[config.mk]
export PLATFORM = sky130hd
export DESIGN_NAME = indexed_list_store_top
export DESIGN_NICKNAME = d
export VERILOG_FILES = /design/src/hw/rtl/ils_pkg.sv /design/src/hw/rtl/ils_mem.sv /design/src/hw/rtl/ils_ctrl.sv /design/src/hw/rtl/indexed_list_store_top.sv
export SDC_FILE = /design/constraint.sdc
export NUM_CORES = 2
export LEC_CHECK = 0
export BUFFER_PORTS_ARGS = -buffer_cell sky130_fd_sc_hd__buf_4
export CORE_ASPECT_RATIO = 0.5
export CORE_MARGIN = 10
export CORE_UTILIZATION = 37
export CTS_CLUSTER_DIAMETER = 50
export DETAILED_ROUTE_END_ITERATION = 6
export PLACE_DENSITY_LB_ADDON = 0.2
export SETUP_SLACK_MARGIN = 0.1
export SLEW_MARGIN = 20
export SYNTH_ARGS = -nofsm -noshare
export SYNTH_HDL_FRONTEND = slang
export SYNTH_SLANG_ARGS = --single-unit
[constraint.sdc]
create_clock -name clk -period 9.7 [get_ports clk]
set_clock_uncertainty 0.1 [all_clocks]
set_input_delay 1.455 -clock clk [delete_from_list [all_inputs] [get_ports clk]]
set_output_delay 1.455 -clock clk [all_outputs]
set_load 0.02 [all_outputs]
[src/hw/rtl/ils_pkg.sv]
// Shared types, constants and helpers for the indexed list store.
// No dependencies; every other file of the block imports this package.
package ils_pkg;

    localparam int DEPTH_DEF = 64;   // default and largest store depth
    localparam int DATA_W    = 32;
    localparam int CNT_W     = 7;    // holds 0..64
    localparam int ADDR_W    = 6;    // widest entry address, also found_index width

    typedef enum logic [2:0] {
        CMD_INSERT  = 3'd0,
        CMD_DEL_IDX = 3'd1,
        CMD_DEL_VAL = 3'd2,
        CMD_SWAP    = 3'd3,
        CMD_READ    = 3'd4,
        CMD_FIND    = 3'd5,
        CMD_CLEAR   = 3'd6
    } cmd_code_t;

    typedef enum logic [1:0] {
        ST_OK       = 2'd0,
        ST_RANGE    = 2'd1,
        ST_FULL     = 2'd2,
        ST_NOTFOUND = 2'd3
    } status_t;

    typedef struct packed {
        cmd_code_t          cmd;
        logic [CNT_W-1:0]   position;
        logic [ADDR_W-1:0]  second_position;
        logic signed [DATA_W-1:0] operand_value;
    } ils_req_t;

    typedef struct packed {
        status_t            status;
        logic signed [DATA_W-1:0] read_value;
        logic [ADDR_W-1:0]  found_index;
        logic [CNT_W-1:0]   entry_count;
        logic [CNT_W-1:0]   removed_count;
        logic               last;
    } ils_res_t;

    // One read and one write port, addresses sized for the deepest store
    typedef struct packed {
        logic               rd_en;
        logic [ADDR_W-1:0]  rd_addr;
        logic               wr_en;
        logic [ADDR_W-1:0]  wr_addr;
        logic [DATA_W-1:0]  wr_data;
    } mem_req_t;

    function automatic ils_res_t make_result(
        input status_t           st,
        input logic [DATA_W-1:0] rv,
        input logic [ADDR_W-1:0] fi,
        input logic [CNT_W-1:0]  cnt,
        input logic [CNT_W-1:0]  rm,
        input logic              lst
    );
        ils_res_t r;
        r.status        = st;
        r.read_value    = $signed(rv);
        r.found_index   = fi;
        r.entry_count   = cnt;
        r.removed_count = rm;
        r.last          = lst;
        return r;
    endfunction

endpackage

[src/hw/rtl/ils_mem.sv]
// Entry memory of the indexed list store: one write port, one registered read port.
// Depends on ils_pkg (mem_req_t, DATA_W).
module ils_mem
    import ils_pkg::*;
#(
    parameter int DEPTH = DEPTH_DEF
)
(
    input  logic              clk,
    input  mem_req_t          req,
    output logic [DATA_W-1:0] rdata
);

    localparam int AW = (DEPTH > 1) ? $clog2(DEPTH) : 1;

    logic [DATA_W-1:0] mem [DEPTH];
    logic [DATA_W-1:0] rdata_reg;

    // read data holds when no read is issued
    always_ff @(posedge clk)
    begin
        if (req.wr_en)
        begin
            mem[req.wr_addr[AW-1:0]] <= req.wr_data;
        end
        if (req.rd_en)
        begin
            rdata_reg <= mem[req.rd_addr[AW-1:0]];
        end
    end

    assign rdata = rdata_reg;

endmodule

[src/hw/rtl/ils_ctrl.sv]
// Command sequencer of the indexed list store: walks the entry memory,
// moves entries and builds result transfers. Depends on ils_pkg.
module ils_ctrl
    import ils_pkg::*;
#(
    parameter int DEPTH = DEPTH_DEF
)
(
    input  logic              clk,
    input  logic              rst_n,
    input  logic              start,
    input  ils_req_t          request,
    output logic              busy,
    output logic              result_valid,
    output ils_res_t          result,
    output mem_req_t          mem_req,
    input  logic [DATA_W-1:0] rdata
);

    localparam logic [CNT_W-1:0] DEPTH_C = CNT_W'(DEPTH);
    localparam logic [CNT_W-1:0] ONE_C   = CNT_W'(1);

    typedef enum logic [2:0] {
        S_IDLE,
        S_SCAN,   // issue one read per cycle from rp toward lim
        S_TAIL,   // last read data arrives
        S_FIN,    // final write / final result
        S_SWA,
        S_SWB,
        S_SWW1,
        S_SWW2
    } state_t;

    state_t             state_reg;
    cmd_code_t          cmd_reg;
    logic [DATA_W-1:0]  val_reg;
    logic [CNT_W-1:0]   pos_reg;
    logic [ADDR_W-1:0]  pos2_reg;
    logic [CNT_W-1:0]   count_reg;
    logic [CNT_W-1:0]   rp_reg;
    logic [CNT_W-1:0]   lim_reg;
    logic [CNT_W-1:0]   wp_reg;
    logic               dv_reg;
    logic [CNT_W-1:0]   di_reg;
    logic               hit_vld_reg;
    logic [ADDR_W-1:0]  hit_idx_reg;
    logic [DATA_W-1:0]  tmp_reg;
    logic               res_vld_reg;
    ils_res_t           res_reg;

    logic               match;
    logic [CNT_W-1:0]   ins_pos;
    logic [CNT_W-1:0]   di_up;
    logic [CNT_W-1:0]   di_dn;
    logic [CNT_W-1:0]   pos2_ext;

    assign busy         = (state_reg != S_IDLE);
    assign result_valid = res_vld_reg;
    assign result       = res_reg;

    assign match    = (rdata == val_reg);
    assign ins_pos  = (request.position > count_reg) ? count_reg : request.position;
    assign di_up    = di_reg + ONE_C;
    assign di_dn    = di_reg - ONE_C;
    assign pos2_ext = {1'b0, request.second_position};

    // memory port: reads come from the sequencer state, scan writes come in the cycle after their reads
    always_comb
    begin
        mem_req.rd_en   = 1'b0;
        mem_req.rd_addr = rp_reg[ADDR_W-1:0];
        mem_req.wr_en   = 1'b0;
        mem_req.wr_addr = di_reg[ADDR_W-1:0];
        mem_req.wr_data = rdata;
        unique case (state_reg)
            S_SCAN:
            begin
                mem_req.rd_en = 1'b1;
            end
            S_SWA:
            begin
                mem_req.rd_en   = 1'b1;
                mem_req.rd_addr = pos_reg[ADDR_W-1:0];
            end
            S_SWB:
            begin
                mem_req.rd_en   = 1'b1;
                mem_req.rd_addr = pos2_reg;
            end
            S_SWW1:
            begin
                mem_req.wr_en   = 1'b1;
                mem_req.wr_addr = pos_reg[ADDR_W-1:0];
            end
            S_SWW2:
            begin
                mem_req.wr_en   = 1'b1;
                mem_req.wr_addr = pos2_reg;
                mem_req.wr_data = tmp_reg;
            end
            S_FIN:
            begin
                if (cmd_reg == CMD_INSERT)
                begin
                    mem_req.wr_en   = 1'b1;
                    mem_req.wr_addr = pos_reg[ADDR_W-1:0];
                    mem_req.wr_data = val_reg;
                end
            end
            default:
            begin
            end
        endcase
        // data from a scan read (only in S_SCAN / S_TAIL, which never write otherwise)
        if (dv_reg)
        begin
            unique case (cmd_reg)
                CMD_INSERT:
                begin
                    mem_req.wr_en   = 1'b1;
                    mem_req.wr_addr = di_up[ADDR_W-1:0];
                end
                CMD_DEL_IDX:
                begin
                    mem_req.wr_en   = 1'b1;
                    mem_req.wr_addr = di_dn[ADDR_W-1:0];
                end
                CMD_DEL_VAL:
                begin
                    mem_req.wr_en   = !match;
                    mem_req.wr_addr = wp_reg[ADDR_W-1:0];
                end
                default:
                begin
                end
            endcase
        end
    end

    always_ff @(posedge clk or negedge rst_n)
    begin
        if (!rst_n)
        begin
            state_reg   <= S_IDLE;
            cmd_reg     <= CMD_CLEAR;
            val_reg     <= '0;
            pos_reg     <= '0;
            pos2_reg    <= '0;
            count_reg   <= '0;
            rp_reg      <= '0;
            lim_reg     <= '0;
            wp_reg      <= '0;
            dv_reg      <= 1'b0;
            di_reg      <= '0;
            hit_vld_reg <= 1'b0;
            hit_idx_reg <= '0;
            tmp_reg     <= '0;
            res_vld_reg <= 1'b0;
            res_reg     <= '0;
        end
        else
        begin
            res_vld_reg <= 1'b0;
            dv_reg      <= (state_reg == S_SCAN);
            di_reg      <= rp_reg;

            if (dv_reg)
            begin
                unique case (cmd_reg)
                    CMD_DEL_VAL:
                    begin
                        if (!match)
                        begin
                            wp_reg <= wp_reg + ONE_C;
                        end
                    end
                    CMD_FIND:
                    begin
                        // hold each match back until the next one proves it is not the last
                        if (match)
                        begin
                            if (hit_vld_reg)
                            begin
                                res_vld_reg <= 1'b1;
                                res_reg <= make_result(ST_OK, '0, hit_idx_reg, count_reg,
                                                       '0, 1'b0);
                            end
                            hit_vld_reg <= 1'b1;
                            hit_idx_reg <= di_reg[ADDR_W-1:0];
                        end
                    end
                    CMD_READ:
                    begin
                        tmp_reg <= rdata;
                    end
                    default:
                    begin
                    end
                endcase
            end

            unique case (state_reg)
                S_IDLE:
                begin
                    if (start)
                    begin
                        cmd_reg     <= request.cmd;
                        val_reg     <= request.operand_value;
                        pos2_reg    <= request.second_position;
                        pos_reg     <= request.position;
                        wp_reg      <= '0;
                        hit_vld_reg <= 1'b0;
                        unique case (request.cmd)
                            CMD_INSERT:
                            begin
                                if (count_reg >= DEPTH_C)
                                begin
                                    res_vld_reg <= 1'b1;
                                    res_reg <= make_result(ST_FULL, '0, '0, count_reg, '0, 1'b1);
                                end
                                else
                                begin
                                    pos_reg <= ins_pos;
                                    rp_reg  <= count_reg - ONE_C;
                                    lim_reg <= ins_pos;
                                    state_reg <= (count_reg > ins_pos) ? S_SCAN : S_FIN;
                                end
                            end
                            CMD_DEL_IDX:
                            begin
                                if (request.position >= count_reg)
                                begin
                                    res_vld_reg <= 1'b1;
                                    res_reg <= make_result(ST_RANGE, '0, '0, count_reg, '0, 1'b1);
                                end
                                else
                                begin
                                    rp_reg  <= request.position + ONE_C;
                                    lim_reg <= count_reg - ONE_C;
                                    state_reg <= ((request.position + ONE_C) < count_reg) ?
                                                 S_SCAN : S_FIN;
                                end
                            end
                            CMD_DEL_VAL, CMD_FIND:
                            begin
                                rp_reg  <= '0;
                                lim_reg <= count_reg - ONE_C;
                                state_reg <= (count_reg != '0) ? S_SCAN : S_FIN;
                            end
                            CMD_SWAP:
                            begin
                                if ((request.position >= count_reg) || (pos2_ext >= count_reg))
                                begin
                                    res_vld_reg <= 1'b1;
                                    res_reg <= make_result(ST_RANGE, '0, '0, count_reg, '0, 1'b1);
                                end
                                else
                                begin
                                    state_reg <= S_SWA;
                                end
                            end
                            CMD_READ:
                            begin
                                if (request.position >= count_reg)
                                begin
                                    res_vld_reg <= 1'b1;
                                    res_reg <= make_result(ST_RANGE, '0, '0, count_reg, '0, 1'b1);
                                end
                                else
                                begin
                                    rp_reg    <= request.position;
                                    lim_reg   <= request.position;
                                    state_reg <= S_SCAN;
                                end
                            end
                            CMD_CLEAR:
                            begin
                                count_reg   <= '0;
                                res_vld_reg <= 1'b1;
                                res_reg <= make_result(ST_OK, '0, '0, '0, '0, 1'b1);
                            end
                            default:
                            begin
                                res_vld_reg <= 1'b1;
                                res_reg <= make_result(ST_OK, '0, '0, count_reg, '0, 1'b1);
                            end
                        endcase
                    end
                end
                S_SCAN:
                begin
                    if (rp_reg == lim_reg)
                    begin
                        state_reg <= S_TAIL;
                    end
                    else if (cmd_reg == CMD_INSERT)
                    begin
                        rp_reg <= rp_reg - ONE_C;
                    end
                    else
                    begin
                        rp_reg <= rp_reg + ONE_C;
                    end
                end
                S_TAIL:
                begin
                    state_reg <= S_FIN;
                end
                S_FIN:
                begin
                    state_reg   <= S_IDLE;
                    res_vld_reg <= 1'b1;
                    unique case (cmd_reg)
                        CMD_INSERT:
                        begin
                            count_reg <= count_reg + ONE_C;
                            res_reg <= make_result(ST_OK, '0, '0, count_reg + ONE_C, '0, 1'b1);
                        end
                        CMD_DEL_IDX:
                        begin
                            count_reg <= count_reg - ONE_C;
                            res_reg <= make_result(ST_OK, '0, '0, count_reg - ONE_C, '0, 1'b1);
                        end
                        CMD_DEL_VAL:
                        begin
                            count_reg <= wp_reg;
                            res_reg <= make_result((wp_reg == count_reg) ? ST_NOTFOUND : ST_OK,
                                                   '0, '0, wp_reg, count_reg - wp_reg, 1'b1);
                        end
                        CMD_FIND:
                        begin
                            if (hit_vld_reg)
                            begin
                                res_reg <= make_result(ST_OK, '0, hit_idx_reg, count_reg,
                                                       '0, 1'b1);
                            end
                            else
                            begin
                                res_reg <= make_result(ST_NOTFOUND, '0, '0, count_reg, '0, 1'b1);
                            end
                        end
                        CMD_READ:
                        begin
                            res_reg <= make_result(ST_OK, tmp_reg, '0, count_reg, '0, 1'b1);
                        end
                        default:
                        begin
                            res_reg <= make_result(ST_OK, '0, '0, count_reg, '0, 1'b1);
                        end
                    endcase
                end
                S_SWA:
                begin
                    state_reg <= S_SWB;
                end
                S_SWB:
                begin
                    tmp_reg   <= rdata;   // entry at the first index
                    state_reg <= S_SWW1;
                end
                S_SWW1:
                begin
                    state_reg <= S_SWW2;
                end
                S_SWW2:
                begin
                    state_reg   <= S_IDLE;
                    res_vld_reg <= 1'b1;
                    res_reg <= make_result(ST_OK, '0, '0, count_reg, '0, 1'b1);
                end
                default:
                begin
                    state_reg <= S_IDLE;
                end
            endcase
        end
    end

endmodule

[src/hw/rtl/indexed_list_store_top.sv]
// Indexed list store, top level: command sequencer plus entry memory.
// Depends on ils_pkg, ils_ctrl and ils_mem.
// Usage
//   A command transfer is taken at a rising edge with start high and busy low;
//   request carries cmd, position, second_position and operand_value.
//   Results leave on result, each marked by result_valid for exactly one cycle;
//   the receiver cannot hold them off. result.last marks the final result of a
//   command. Find gives one result per matching index, in ascending order.
// Sequence (command transfer to final result)
//   Refused commands (full store, index out of range), clear and unused codes:
//   answered from idle, busy stays low. Read: S_SCAN, S_TAIL, S_FIN. Swap:
//   two reads, then two writes. Insert walks the entries from the top down to
//   position, delete by index those above position, delete by value and find
//   all entries; with nothing to move or scan the walk is skipped and the
//   answer comes from S_FIN. Walks do one read and one write per cycle; writes
//   trail the registered reads toward addresses already read, so no forwarding.
// Throughput
//   One command at a time; a new command may follow in the cycle busy drops.
// Reset
//   rst_n clears the entry count and the sequencer; the memory keeps no reset
//   and entries at or beyond the count are never read.
module indexed_list_store_top
    import ils_pkg::*;
#(
    parameter int DEPTH = DEPTH_DEF
)
(
    input  logic     clk,
    input  logic     rst_n,
    input  logic     start,
    input  ils_req_t request,
    output logic     busy,
    output logic     result_valid,
    output ils_res_t result
);

    mem_req_t          mem_req;
    logic [DATA_W-1:0] mem_rdata;

    ils_ctrl #(
        .DEPTH(DEPTH)
    ) u_ctrl (
        .clk          (clk),
        .rst_n        (rst_n),
        .start        (start),
        .request      (request),
        .busy         (busy),
        .result_valid (result_valid),
        .result       (result),
        .mem_req      (mem_req),
        .rdata        (mem_rdata)
    );

    ils_mem #(
        .DEPTH(DEPTH)
    ) u_mem (
        .clk   (clk),
        .req   (mem_req),
        .rdata (mem_rdata)
    );

endmodule

==> flow_metrics.env <==
export IMPL_grt_pass1_wl_mm=451
export IMPL_avgRoutedWirePerCell_microns=30.2
export IMPL_vias=61522
export IMPL_placedCellCount=10232
export IMPL_gr_total_overflow=0
export IMPL_path_max_fanout=19
export IMPL_ctsLongestPathBuffers=4
export IMPL_synth_top_family_by_area="simple AND/OR/NAND/NOR gates"
export IMPL_netlist_area_sq_um=91900
export IMPL_drc=0
export IMPL_ys_warn_count=0
export IMPL_clock_latency_ns=0.89
export IMPL_largest_reg_flops=2048
export IMPL_timing_hold_violations_final=0
export IMPL_regArea_sq_um=67000
export IMPL_cts_tree="built"
export IMPL_power_density_nw_per_um2=357
export IMPL_synth_area_per_cell_sq_um=13.1
export IMPL_r2r_slack_ns=3.73
export IMPL_hold_path_depth=1
export IMPL_synth_net_count=7120
export IMPL_layout_commonest_cell="edfxtp_1"
export IMPL_top_usage_layer="met1"
export IMPL_ant_nets=0
export IMPL_r2r_cells=13
export IMPL_place_congestion=0.867
export IMPL_yosys_most_used_dff="edfxtp_1"
export IMPL_antenna_found_initial=20
export IMPL_post_cts_buffers=0
export IMPL_finalMaxSlewViolations=0
export IMPL_synth_compound_area_share_pct=6.41
export IMPL_wirelength_mm=321
export IMPL_rsz0062_at_grt="false"
export IMPL_drtIter0Drc=9346
export IMPL_period_share_pct=61.5
export IMPL_worstHoldEndpoint="u_ctrl.result[17]$_DFF_PN0_"
export IMPL_dieArea_sq_um=270000
export IMPL_r2r_start="u_ctrl.cmd_reg[2]$_DFFE_PN1P_"
export IMPL_area_growth_pct=13.2
export IMPL_drive_gt1_share_pct=11.1
export IMPL_gr_usage_met3_pct=5.23
export IMPL_end_kind="flip-flop"
export IMPL_worstHoldStart="u_ctrl.hit_idx_reg[2]$_DFFE_PN0P_"
export IMPL_core_sq_um=247000
export IMPL_use_met2_pct=33.2
export IMPL_instances_no_fill=10621
export IMPL_cts_max_level=4
export IMPL_cp_required_ns=10.13
export IMPL_mostFrequentLayoutCells="2080 x edfxtp_1, 1945 x nand2_1, 713 x nand3_1"
export IMPL_io_pins=108
export IMPL_reg2reg_to="u_mem.mem[3][6]$_DFFE_PP_"
export IMPL_track_usage_pct=22.9
export IMPL_syn_inst=7016
export IMPL_first_pass_iters=7
export IMPL_ir_drop_mv=0.316
export IMPL_synthArstFlopShare_pct=7.96
export IMPL_root_buffer="clkbuf_16"
export IMPL_worst_pin_slew_ns=1.23
export IMPL_yosys_area_share_simple_pct=14.6
export IMPL_fillerInstances=22829
export IMPL_cts_sink_count=2260
export IMPL_synthAdderAreaFrac_pct=0.746
export IMPL_num_antenna_cells=0
export IMPL_period_needed_ns=5.97
export IMPL_die_x_microns=725
export IMPL_slew_headroom_pct=17.2
export IMPL_multiInputGateArea_sq_um=23600
export IMPL_arrival_ns=6.40
export IMPL_grt_max_degree=132
export IMPL_status="complete, no violations"
export IMPL_hold_buffers=0
export IMPL_hold_path_class="reg2reg"
export IMPL_die_y_microns=372
export IMPL_setup_tns_ns=0
export IMPL_p_leak_nw=36.1
export IMPL_use_met1_pct=35.1
export IMPL_final_util_pct=42.1
export IMPL_ys_seq_elements=2260
export IMPL_numCtsBuffers=219
export IMPL_ctsResizeCount=0
export IMPL_synth_cell_types=78
export IMPL_max_cap_viol_count=0
export IMPL_dpl_hpwl_mm=189
export IMPL_start_util_pct=37.2
export IMPL_worstSetupPathType="reg2reg"
export IMPL_worst_setup_path_start_kind="flip-flop"
export IMPL_synth_edf_count=2080
export IMPL_muxShareOfSynthArea_pct=2.36
export IMPL_holdWs_ns=0.394
export IMPL_fmax_mhz=168
export IMPL_grt_pass1_vias=56851
export IMPL_portBuffers=107
export IMPL_synth_xor_area_share_pct=0.714
export IMPL_clk_pin_slew_ns=0.06
export IMPL_seq_area_frac_synth_pct=72.8
export IMPL_final_nets=7217
export IMPL_setup_viol=0
export IMPL_viasPerCell=5.79
export IMPL_core_rowCount=129
-- cells in the mapped netlist, types with 9 or more instances --
cell type  count  area, sq um
nor2_1       156          586
xor2_1        11         96.3
buf_2        231         1160
and2_1        11         68.8
ha_1          50          626
xnor2_1       64          561
nand4_1      106          663
a22o_1       122         1070
clkbuf_1     135          507
a22oi_1       22          165
dfrtp_1      178         4450
mux2i_1      128         1280
a32oi_1       19          166
nor4_1        18          113
o211ai_1      11         82.6
nand3_1      714         3570
a32o_1        12          120
a31oi_1      116          726
mux4_2        19          428
nand2_1     1946         7300
and3_1        92          576
o21ai_0       84          420
a211oi_1      10         75.1
edfxtp_1    2080        62500
o2111ai_1     44          385
or3_1          9         56.3
nand2b_1      10         62.6
o31ai_1       10         75.1
buf_4         12         90.1
a311oi_1      61          534
a21oi_1      157          786
buf_1         57          214
o22ai_1       61          382
a21o_1        12         90.1
or4_1         10         75.1
nor2b_1       17          106
inv_1         41          154
nor3_1        22          110
a221o_1       14          140
mux2_2        41          462
-- through the flow --
stage | worst slack [ns] | cell area, sq um | total power (W)
after floorplan | 5.04 | 91900 | 0.0220
after global placement | 3.71 | 97300 | 0.0287
after detailed placement | 3.91 | 97400 | 0.0288
after CTS | 3.92 | 104000 | 0.0370
after global routing | 3.60 | 104000 | 0.0385
final | 3.73 | 104000 | 0.0372
-- routing by layer --
metal | share of wire [%] | wire length (microns) | vias to the layer above
li1 | - | - | 26180
met1 | 45 | 143000 | 31523
met2 | 42 | 135000 | 3417
met3 | 11 | 36300 | 394
met4 | 1.9 | 6100 | 8
met5 | 0.014 | 45 | -
-- final cells by class --
class	count	share of cell area [%]
Clock inverter	108	0.815
Multi-Input combinational cell	4277	22.6
Timing Repair Buffer	311	2.45
Clock buffer	281	5.60
Sequential cell	2260	64.3
Tap cell	3340	4.01
Inverter	44	0.159
-- how the worst max path moves through the flow --
stage / start / endpoint / cells after the start
after global routing: u_ctrl.cmd_reg[2]$_DFFE_PN1P_ / u_mem.mem[3][26]$_DFFE_PP_ / 13
after floorplan: u_ctrl.cmd_reg[2]$_DFFE_PN1P_ / u_mem.mem[0][0]$_DFFE_PP_ / 13
after global placement: u_ctrl.state_reg[1]$_DFFE_PN0P_ / u_mem.rdata[13]$_DFFE_PP_ / 13
after detailed placement: u_ctrl.cmd_reg[2]$_DFFE_PN1P_ / u_mem.mem[3][14]$_DFFE_PP_ / 13
after CTS: u_ctrl.cmd_reg[2]$_DFFE_PN1P_ / u_mem.mem[23][19]$_DFFE_PP_ / 13
final: u_ctrl.cmd_reg[2]$_DFFE_PN1P_ / u_mem.mem[3][6]$_DFFE_PP_ / 13
-- power by group --
group          leakage, nW  internal (W)  total [W]  switching [W]
clock network         3.25       0.00454    0.00828        0.00374
logic                 11.8       0.00349     0.0146         0.0111
registers             21.1        0.0135     0.0143       0.000804
total                 36.1        0.0215     0.0372         0.0156
-- worst max-delay path, cell delays in order, from the launching register on --
cell and delay, ns:
dfstp_2 0.66, nor2_1 0.13, nand2_1 0.23, inv_1 0.18, ha_1 0.30, a21o_1 0.17, a21oi_1 0.24, o21bai_1 0.10
a21oi_1 0.18, xnor2_1 0.09, a21oi_1 0.87, nand3_1 0.97, nor2_4 0.95, buf_4 0.43
-- kinds of logic (layout without fill, tap and decap cells) --
family / count (synthesis) / in the layout
AO/OA/AOI/OAI: 832 / 832
XOR/XNOR: 75 / 75
adder cells (fa/ha/maj): 53 / 53
buffers and inverters: 479 / 744
flip-flops: 2260 / 2260
multiplexers: 188 / 188
AND/OR/NAND/NOR: 3129 / 3129
(Power assumes the default switching activity.)
